$ cat config.mk
export PLATFORM = sky130hd
export DESIGN_NAME = weighted_edge_list_store
export DESIGN_NICKNAME = d
export VERILOG_FILES = /design/src/rtl/core/wels_pkg.sv /design/src/rtl/core/wels_cell.sv /design/src/rtl/core/weighted_edge_list_store.sv
export SDC_FILE = /design/constraint.sdc
export NUM_CORES = 2
export LEC_CHECK = 0
export BUFFER_PORTS_ARGS = -buffer_cell sky130_fd_sc_hd__buf_4
export CORE_ASPECT_RATIO = 1.1
export CORE_MARGIN = 2
export CORE_UTILIZATION = 60
export CTS_BUF_LIST = sky130_fd_sc_hd__clkbuf_16
export DETAILED_ROUTE_END_ITERATION = 8
export GPL_TIMING_DRIVEN = 0
export PLACE_DENSITY = 0.76
export SYNTH_ARGS = -nofsm -noshare
export SYNTH_HDL_FRONTEND = slang
export SYNTH_SLANG_ARGS = --single-unit
$ cat constraint.sdc
create_clock -name clk -period 5.9 [get_ports clk]
set_input_delay 0.885 -clock clk [delete_from_list [all_inputs] [get_ports clk]]
set_output_delay 0.885 -clock clk [all_outputs]
set_load 0.01 [all_outputs]
$ cat src/rtl/core/wels_pkg.sv
package wels_pkg;

	// Table sizes.
	localparam int TABLE_SLOTS  = 64;
	localparam int MAX_VERTICES = 64;
	localparam int IDX_W        = $clog2(TABLE_SLOTS);
	localparam int CNT_W        = 7;
	localparam int VTX_W        = 6;
	localparam int WGT_W        = 32;
	localparam int ADDR_W       = 4;

	// Operation codes.
	localparam logic [2:0] F_ADD    = 3'd0;
	localparam logic [2:0] F_REMOVE = 3'd1;
	localparam logic [2:0] F_LOOKUP = 3'd2;
	localparam logic [2:0] F_NBR    = 3'd3;
	localparam logic [2:0] F_LIST   = 3'd4;

	// Result status codes.
	localparam logic [1:0] ST_OK   = 2'd0;
	localparam logic [1:0] ST_FULL = 2'd1;
	localparam logic [1:0] ST_NONE = 2'd2;
	localparam logic [1:0] ST_BADV = 2'd3;

	// Register indexes on the configuration port.
	localparam logic [1:0] REG_DIRECTED = 2'd0;
	localparam logic [1:0] REG_VCOUNT   = 2'd1;
	localparam logic [1:0] REG_ELIMIT   = 2'd2;

	// One edge slot as it travels along the ring of cells.
	typedef struct packed {
		logic              valid;
		logic [VTX_W-1:0]  from_v;
		logic [VTX_W-1:0]  to_v;
		logic [WGT_W-1:0]  weight;
	} slot_t;

endpackage

$ cat src/rtl/core/wels_cell.sv
module wels_cell (
	input  logic            clk,
	input  logic            arst_n,
	input  logic            shift_en,
	input  logic            load_en,
	input  wels_pkg::slot_t load_data,
	input  wels_pkg::slot_t shift_in,
	output wels_pkg::slot_t slot_q
);
	import wels_pkg::*;

	logic             valid_q;
	logic [VTX_W-1:0] from_q;
	logic [VTX_W-1:0] to_q;
	logic [WGT_W-1:0] weight_q;

	// Valid bit is control state and clears on reset.
	always_ff @(posedge clk or negedge arst_n) begin
		if (!arst_n) begin
			valid_q <= 1'b0;
		end else if (load_en) begin
			valid_q <= 1'b1;
		end else if (shift_en) begin
			valid_q <= shift_in.valid;
		end
	end

	// Edge contents load on an add or move one place along the ring.
	always_ff @(posedge clk) begin
		if (load_en) begin
			from_q   <= load_data.from_v;
			to_q     <= load_data.to_v;
			weight_q <= load_data.weight;
		end else if (shift_en) begin
			from_q   <= shift_in.from_v;
			to_q     <= shift_in.to_v;
			weight_q <= shift_in.weight;
		end
	end

	assign slot_q = '{valid: valid_q, from_v: from_q, to_v: to_q, weight: weight_q};

endmodule

$ cat src/rtl/core/weighted_edge_list_store.sv
// Add, bad vertex and unused codes: the word is registered from the finish
// state, and the next item is taken once the block is idle again.
// Remove, lookup, neighbours and list: the ring of 64 cells rotates once past
// the head cell, held while the output stalls, and the last word is registered
// from the finish state. One item is in work at a time.
// Reset clears all valid bits and the fill count and sets undirected mode, 64 vertices and an edge limit of 64.
module weighted_edge_list_store (
	input  logic                         clk,
	input  logic                         arst_n,
	input  logic                         psel,
	input  logic                         penable,
	input  logic                         pwrite,
	input  logic [wels_pkg::ADDR_W-1:0]  paddr,
	input  logic [31:0]                  pwdata,
	output logic [31:0]                  prdata,
	output logic                         pready,
	input  logic                         in_valid,
	output logic                         in_stall,
	input  logic [2:0]                   func,
	input  logic [wels_pkg::VTX_W-1:0]   vertex_a,
	input  logic [wels_pkg::VTX_W-1:0]   vertex_b,
	input  logic signed [wels_pkg::WGT_W-1:0] weight_in,
	output logic                         out_valid,
	input  logic                         out_stall,
	output logic [1:0]                   status,
	output logic [wels_pkg::VTX_W-1:0]   out_from,
	output logic [wels_pkg::VTX_W-1:0]   out_to,
	output logic signed [wels_pkg::WGT_W-1:0] out_weight,
	output logic                         last
);
	import wels_pkg::*;

	localparam logic [1:0] S_IDLE = 2'd0;
	localparam logic [1:0] S_SCAN = 2'd1;
	localparam logic [1:0] S_FIN  = 2'd2;

	logic [1:0]       state_q;
	logic [IDX_W-1:0] step_q;
	logic [CNT_W-1:0] used_q;
	logic             directed_q;
	logic [CNT_W-1:0] vcount_q;
	logic [CNT_W-1:0] elimit_q;
	logic [2:0]       func_q;
	logic [VTX_W-1:0] a_q;
	logic [VTX_W-1:0] b_q;
	logic [1:0]       pst_q;
	logic [VTX_W-1:0] pfrom_q;
	logic [VTX_W-1:0] pto_q;
	logic [WGT_W-1:0] pw_q;
	logic             out_valid_q;
	logic [1:0]       status_q;
	logic [VTX_W-1:0] from_q;
	logic [VTX_W-1:0] to_q;
	logic [WGT_W-1:0] weight_q;
	logic             last_q;

	slot_t            cells[TABLE_SLOTS];
	slot_t            head;
	slot_t            wrap;
	slot_t            new_slot;
	logic             in_acc;
	logic             cfg_wr;
	logic [CNT_W-1:0] vc_eff;
	logic [CNT_W-1:0] lim_eff;
	logic             bad_a;
	logic             bad_b;
	logic             full;
	logic             add_ok;
	logic             out_free;
	logic             adv;
	logic             out_load;
	logic             pair_hit;
	logic             nb_hit;
	logic [VTX_W-1:0] nb_to;
	logic             emit_hit;
	logic [VTX_W-1:0] hit_from;
	logic [VTX_W-1:0] hit_to;
	logic [1:0]       st_init;
	logic [VTX_W-1:0] from_init;
	logic [VTX_W-1:0] to_init;
	logic [WGT_W-1:0] w_init;

	// Handshakes and register limits.
	assign in_stall = (state_q != S_IDLE);
	assign in_acc   = in_valid && !in_stall;
	assign pready   = 1'b1;
	assign cfg_wr   = psel && penable && pwrite;
	assign vc_eff   = (vcount_q > CNT_W'(MAX_VERTICES)) ? CNT_W'(MAX_VERTICES) : vcount_q;
	assign lim_eff  = (elimit_q > CNT_W'(TABLE_SLOTS)) ? CNT_W'(TABLE_SLOTS) : elimit_q;
	assign bad_a    = {1'b0, vertex_a} >= vc_eff;
	assign bad_b    = {1'b0, vertex_b} >= vc_eff;
	assign full     = used_q >= lim_eff;
	assign add_ok   = in_acc && (func == F_ADD) && !bad_a && !bad_b && !full;
	assign out_free = !out_valid_q || !out_stall;
	assign adv      = (state_q == S_SCAN) && out_free;

	// Register readback.
	always_comb begin
		case (paddr[3:2])
			REG_DIRECTED: prdata = {31'd0, directed_q};
			REG_VCOUNT:   prdata = {25'd0, vcount_q};
			REG_ELIMIT:   prdata = {25'd0, elimit_q};
			default:      prdata = 32'd0;
		endcase
	end

	// Matching at the head of the ring.
	assign head = cells[0];
	assign pair_hit = head.valid &&
		((head.from_v == a_q && head.to_v == b_q) ||
		 (!directed_q && head.from_v == b_q && head.to_v == a_q));
	assign nb_hit = head.valid && ((head.from_v == a_q) || (!directed_q && head.to_v == a_q));
	assign nb_to  = (head.from_v == a_q) ? head.to_v : head.from_v;
	assign emit_hit = ((func_q == F_NBR) && nb_hit) || ((func_q == F_LIST) && head.valid);
	assign hit_from = (func_q == F_NBR) ? a_q : head.from_v;
	assign hit_to   = (func_q == F_NBR) ? nb_to : head.to_v;

	// A word enters the output register on a held-back scan hit or at the end.
	assign out_load = (adv && emit_hit && pst_q == ST_OK) || (state_q == S_FIN && out_free);

	// The head slot re-enters at the tail; a remove drops its valid bit.
	always_comb begin
		wrap = head;
		wrap.valid = head.valid && !((func_q == F_REMOVE) && pair_hit);
	end

	assign new_slot = '{valid: 1'b1, from_v: vertex_a, to_v: vertex_b, weight: weight_in};

	// Ring of edge cells.
	for (genvar i = 0; i < TABLE_SLOTS; i++) begin : g_cell
		slot_t nxt;
		if (i == TABLE_SLOTS - 1) begin : g_tail
			assign nxt = wrap;
		end else begin : g_mid
			assign nxt = cells[i+1];
		end
		wels_cell u_cell (
			.clk       (clk),
			.arst_n    (arst_n),
			.shift_en  (adv),
			.load_en   (add_ok && (used_q == CNT_W'(i))),
			.load_data (new_slot),
			.shift_in  (nxt),
			.slot_q    (cells[i])
		);
	end

	// Pending result as an accepted word starts its operation.
	always_comb begin
		st_init   = ST_NONE;
		from_init = vertex_a;
		to_init   = vertex_b;
		w_init    = '0;
		case (func)
			F_ADD: begin
				if (bad_a || bad_b) begin
					st_init = ST_BADV;
				end else if (full) begin
					st_init = ST_FULL;
				end else begin
					st_init = ST_OK;
					w_init  = weight_in;
				end
			end
			F_REMOVE, F_LOOKUP: begin
				if (bad_a || bad_b) begin
					st_init = ST_BADV;
				end
			end
			F_NBR: begin
				if (bad_a) begin
					st_init = ST_BADV;
				end else begin
					to_init = '0;
				end
			end
			default: begin
				from_init = '0;
				to_init   = '0;
			end
		endcase
	end

	// Control state, fill count and configuration.
	always_ff @(posedge clk or negedge arst_n) begin
		if (!arst_n) begin
			state_q     <= S_IDLE;
			step_q      <= '0;
			used_q      <= '0;
			out_valid_q <= 1'b0;
			directed_q  <= 1'b0;
			vcount_q    <= CNT_W'(MAX_VERTICES);
			elimit_q    <= CNT_W'(TABLE_SLOTS);
		end else begin
			if (cfg_wr) begin
				case (paddr[3:2])
					REG_DIRECTED: directed_q <= pwdata[0];
					REG_VCOUNT:   vcount_q   <= pwdata[CNT_W-1:0];
					REG_ELIMIT:   elimit_q   <= pwdata[CNT_W-1:0];
					default:      ;
				endcase
			end
			if (out_load) begin
				out_valid_q <= 1'b1;
			end else if (!out_stall) begin
				out_valid_q <= 1'b0;
			end
			if (add_ok) begin
				used_q <= used_q + CNT_W'(1);
			end
			case (state_q)
				S_IDLE: begin
					if (in_acc) begin
						step_q <= '0;
						if ((func == F_REMOVE || func == F_LOOKUP) && !bad_a && !bad_b) begin
							state_q <= S_SCAN;
						end else if ((func == F_NBR && !bad_a) || func == F_LIST) begin
							state_q <= S_SCAN;
						end else begin
							state_q <= S_FIN;
						end
					end
				end
				S_SCAN: begin
					if (adv) begin
						step_q <= step_q + IDX_W'(1);
						if (step_q == IDX_W'(TABLE_SLOTS - 1)) begin
							state_q <= S_FIN;
						end
					end
				end
				S_FIN: begin
					if (out_free) begin
						state_q <= S_IDLE;
					end
				end
				default: state_q <= S_IDLE;
			endcase
		end
	end

	// Pending result and output word.
	always_ff @(posedge clk) begin
		case (state_q)
			S_IDLE: begin
				if (in_acc) begin
					func_q  <= func;
					a_q     <= vertex_a;
					b_q     <= vertex_b;
					pst_q   <= st_init;
					pfrom_q <= from_init;
					pto_q   <= to_init;
					pw_q    <= w_init;
				end
			end
			S_SCAN: begin
				if (adv) begin
					if (emit_hit) begin
						if (pst_q == ST_OK) begin
							status_q <= pst_q;
							from_q   <= pfrom_q;
							to_q     <= pto_q;
							weight_q <= pw_q;
							last_q   <= 1'b0;
						end
						pst_q   <= ST_OK;
						pfrom_q <= hit_from;
						pto_q   <= hit_to;
						pw_q    <= head.weight;
					end else if ((func_q == F_REMOVE) && pair_hit) begin
						pst_q <= ST_OK;
					end else if ((func_q == F_LOOKUP) && pair_hit && pst_q != ST_OK) begin
						pst_q <= ST_OK;
						pw_q  <= head.weight;
					end
				end
			end
			S_FIN: begin
				if (out_free) begin
					status_q <= pst_q;
					from_q   <= pfrom_q;
					to_q     <= pto_q;
					weight_q <= pw_q;
					last_q   <= 1'b1;
				end
			end
			default: ;
		endcase
	end

	assign out_valid  = out_valid_q;
	assign status     = status_q;
	assign out_from   = from_q;
	assign out_to     = to_q;
	assign out_weight = weight_q;
	assign last       = last_q;

	// Checks.
	a_used_max: assert property (@(posedge clk) disable iff (!arst_n)
		used_q <= CNT_W'(TABLE_SLOTS)) else $error("fill count above table size");
	a_used_step: assert property (@(posedge clk) disable iff (!arst_n)
		add_ok |=> used_q == $past(used_q) + CNT_W'(1)) else $error("fill count slip");
	a_step_idle: assert property (@(posedge clk) disable iff (!arst_n)
		(state_q == S_IDLE) |-> step_q == '0) else $error("step count not home");
	a_scan_end: assert property (@(posedge clk) disable iff (!arst_n)
		(adv && step_q == IDX_W'(TABLE_SLOTS - 1)) |=> state_q == S_FIN)
		else $error("scan did not finish");
	a_fin_out: assert property (@(posedge clk) disable iff (!arst_n)
		(state_q == S_FIN && out_free) |=> out_valid_q && last_q)
		else $error("final word missing");

endmodule
==> flow_metrics.env <==
export IMPL_post_route_cells_drive_above_1_share_pct=45.1
export IMPL_period_needed_ns=6.03
export IMPL_final_cell_area_um2=146000
export IMPL_max_freq_ghz=0.166
export IMPL_instances_no_fill=10923
export IMPL_violations="capacitance limit, slew limit, setup timing"
export IMPL_clk_latency_ns=0.98
export IMPL_io_pins=172
export IMPL_crit_fanout=25
export IMPL_yosys_area_top_type="edfxtp_1"
export IMPL_end_kind="flip-flop"
export IMPL_wl_met2_um=157000
export IMPL_ys_seq_elements=3019
export IMPL_start_util_pct=60.4
export IMPL_path_class="in2reg"
export IMPL_rsz0062_at_grt="yes"
export IMPL_cap_viol_max_count=3
export IMPL_startpoint="vertex_b[0]"
export IMPL_power_leakage_nw=51.8
export IMPL_fin_skew_ns=0.0559
export IMPL_rows=179
export IMPL_cp_data_required_time_ns=6.57
export IMPL_dp_hpwl_um=236000
export IMPL_maxUsedRoutingLayer="met5"
export IMPL_numCtsBuffers=307
export IMPL_synth_top_area_share_pct=67.3
export IMPL_cts_max_level=5
export IMPL_netlist_area_um2=130000
export IMPL_fin_nets=7909
export IMPL_cts_tree="built"
export IMPL_clkTransAtPathRegs_ns=0.07
export IMPL_postSynthAreaPerCell_um2=17.9
export IMPL_synth_edff_count=2924
export IMPL_hold_start="func[2]"
export IMPL_route_final_wire_length_um=339000
export IMPL_die_area_um2=221000
export IMPL_fillers=13830
export IMPL_dr_first_iter_drc_count=7825
export IMPL_synth_cells=7304
export IMPL_r2r_start="vcount_q[6]"
export IMPL_dp_cells=10381
export IMPL_drc=0
export IMPL_place_gp_congestion=0.984
export IMPL_synth_area_leaders="edfxtp_1 (67%), mux2_2 (21%), mux2_4 (4.4%)"
export IMPL_synthFlopType="edfxtp_1"
export IMPL_finalCritPeriodShare_pct=102
export IMPL_yosysWarnings=0
export IMPL_first_global_vias=68036
export IMPL_cp_data_arrival_time_ns=6.70
export IMPL_areaGrowthSynthToFinish_pct=11.9
export IMPL_first_pass_iters=6
export IMPL_vdd_ir_drop_max_mv=0.287
export IMPL_cts_buffer_depth=4
export IMPL_grt_start_max_net_pins=96
export IMPL_fp_coreArea_um2=216000
export IMPL_die_width_um=449
export IMPL_antenna_left=0
export IMPL_synth_cell_types=64
export IMPL_place_ws_ns=-1.19
export IMPL_route_met3_wl_um=31800
export IMPL_dr_total_vias=68716
export IMPL_worstMarginPinSlew_ns=1.57
export IMPL_seq_area_frac_synth_pct=69.1
export IMPL_hold_viol=0
export IMPL_drt_met1_wl_um=130000
export IMPL_cts_root_buf="clkbuf_16"
export IMPL_worst_slack_ns=-0.127
export IMPL_crit_path_start_kind="primary input"
export IMPL_die_h_um=493
export IMPL_overflow=0
export IMPL_setup_viol=43
export IMPL_place_area_um2=136000
export IMPL_synth_async_reset_ratio_pct=3.15
export IMPL_grt_pass1_wl_um=482000
export IMPL_finalMaxSlewViolations=33
export IMPL_vias_per_cell=6.29
export IMPL_power_density_nw_per_um2=452
export IMPL_relSlewSlack_pct=-4.64
export IMPL_clock_sinks=3019
export IMPL_io_buffers=86
export IMPL_routedWlPerCell_um=31.0
export IMPL_grt_usage_pct=30.3
export IMPL_hp_class="in2reg"
export IMPL_outcome="finished, violations left"
export IMPL_antenna_found_initial=29
-- area by class of cell --
type                            instances  area, um^2  share of cell area, %
Antenna cell                           27        67.6                 0.0463
Buffer                                685        3130                   2.14
Clock buffer                          317        7930                   5.43
Clock inverter                        197        1450                  0.993
Inverter                                8        33.8                 0.0231
Multi-Input combinational cell       3614       37500                   25.7
Sequential cell                      3019       90200                   61.8
Tap cell                             2896        3620                   2.48
Timing Repair Buffer                  160        2100                   1.44
-- cells by family after synthesis --
| logic type | Yosys count | synth area share [%] |
|---|---|---|
| other | 2 | 0.00576 |
| multiplexers | 2777 | 25.0 |
| AO/OA/AOI/OAI | 164 | 0.709 |
| flip-flops | 3019 | 69.1 |
| buffers and inverters | 695 | 2.40 |
| adder cells (fa/ha/maj) | 25 | 0.238 |
| XOR/XNOR | 33 | 0.221 |
| AND/OR/NAND/NOR | 589 | 2.27 |
-- through the flow --
stage / hold slack, ns / power [mW] / util [%] / TNS (ns)
2_1_floorplan: 0.400 / 41.9 / - / 0
3_3_place_gp: 0.406 / 46.3 / 62.4 / -4194.76
3_5_place_dp: 0.405 / 47.3 / 63.1 / -1334.94
4_1_cts: 0.114 / 65.9 / 67.5 / 0
5_1_grt: 0.140 / 67.9 / 67.5 / -1.10
6_report: 0.161 / 66.0 / 67.5 / -2.62
-- synthesized netlist by cell type, types with 13 or more instances --
library cell	count
xor2_1	20
clkbuf_1	504
mux2_2	2384
buf_2	83
xnor2_1	13
nand3_1	108
nand2_1	311
dfrtp_1	93
buf_6	40
o21ai_0	87
nor2_1	30
nand4_1	44
a21oi_1	44
buf_4	27
edfxtp_1	2924
mux2i_1	13
mux2_4	380
ha_1	24
nand2b_1	17
buf_1	32
-- state kept, by name, summed over array words and instances, names as in the netlist, 7 cells and up --
register / count
g_cell.u_cell.weight_q: 2048
g_cell.u_cell.from_q: 384
g_cell.u_cell.to_q: 384
g_cell.u_cell.valid_q: 64
out_weight: 32
pw_q: 32
elimit_q: 7
used_q: 7
vcount_q: 7
-- critical path, cell delays in order --
cell	delay (ns)
buf_4	0.39
clkinvlp_4	0.73
ha_1	0.55
nor2b_1	0.05
o21ai_1	0.41
a211oi_2	0.31
buf_2	0.26
nand4_1	0.26
buf_1	0.97
clkbuf_1	0.69
nand2_2	0.66
buf_12	0.39
-- worst paths after layout --
kind | cells past startpoint | slack (ns) | endpoint
min reg2reg | 0 | 0.42 | out_weight[31]
min in group asynchronous | 2 | 0.50 | g_cell[23].u_cell.valid_q
max reg2reg | 12 | 0.22 | g_cell[48].u_cell.weight_q[11]
min | 1 | 0.16 | func_q[2]
max in group asynchronous | 3 | 4.66 | g_cell[47].u_cell.valid_q
max | 12 | -0.13 | g_cell[48].u_cell.weight_q[11]
-- power by group --
part | internal [mW] | switching (mW)
clock network | 10.7 | 8.04
registers | 32.6 | 2.14
logic | 5.16 | 7.39
-- layout by cell type (no fill, tap or decap), types with 56 or more instances in the layout --
cell,n
buf_2,83
nand2_2,69
mux2_2,2384
nand2_1,248
buf_4,112
clkbuf_16,317
o21ai_0,86
buf_12,65
mux2_4,380
clkbuf_1,475
clkinv_1,56
edfxtp_1,2924
nand3_1,108
dfrtp_1,93
inv_1,67
-- routing by layer --
metal / vias to the layer above / global-route usage (%)
li1: 29081 / -
met1: 35365 / 39.6
met2: 3544 / 47.4
met3: 720 / 7.18
met4: 6 / 16.2
met5: - / 0
-- timing repair --
action,CTS,global route
setup endpoints to repair,96,25
buffers inserted,0,0
hold buffers,0,1
endpoints found under the hold margin,0,28
gates resized for setup,0,5
(Power assumes the default switching activity.)
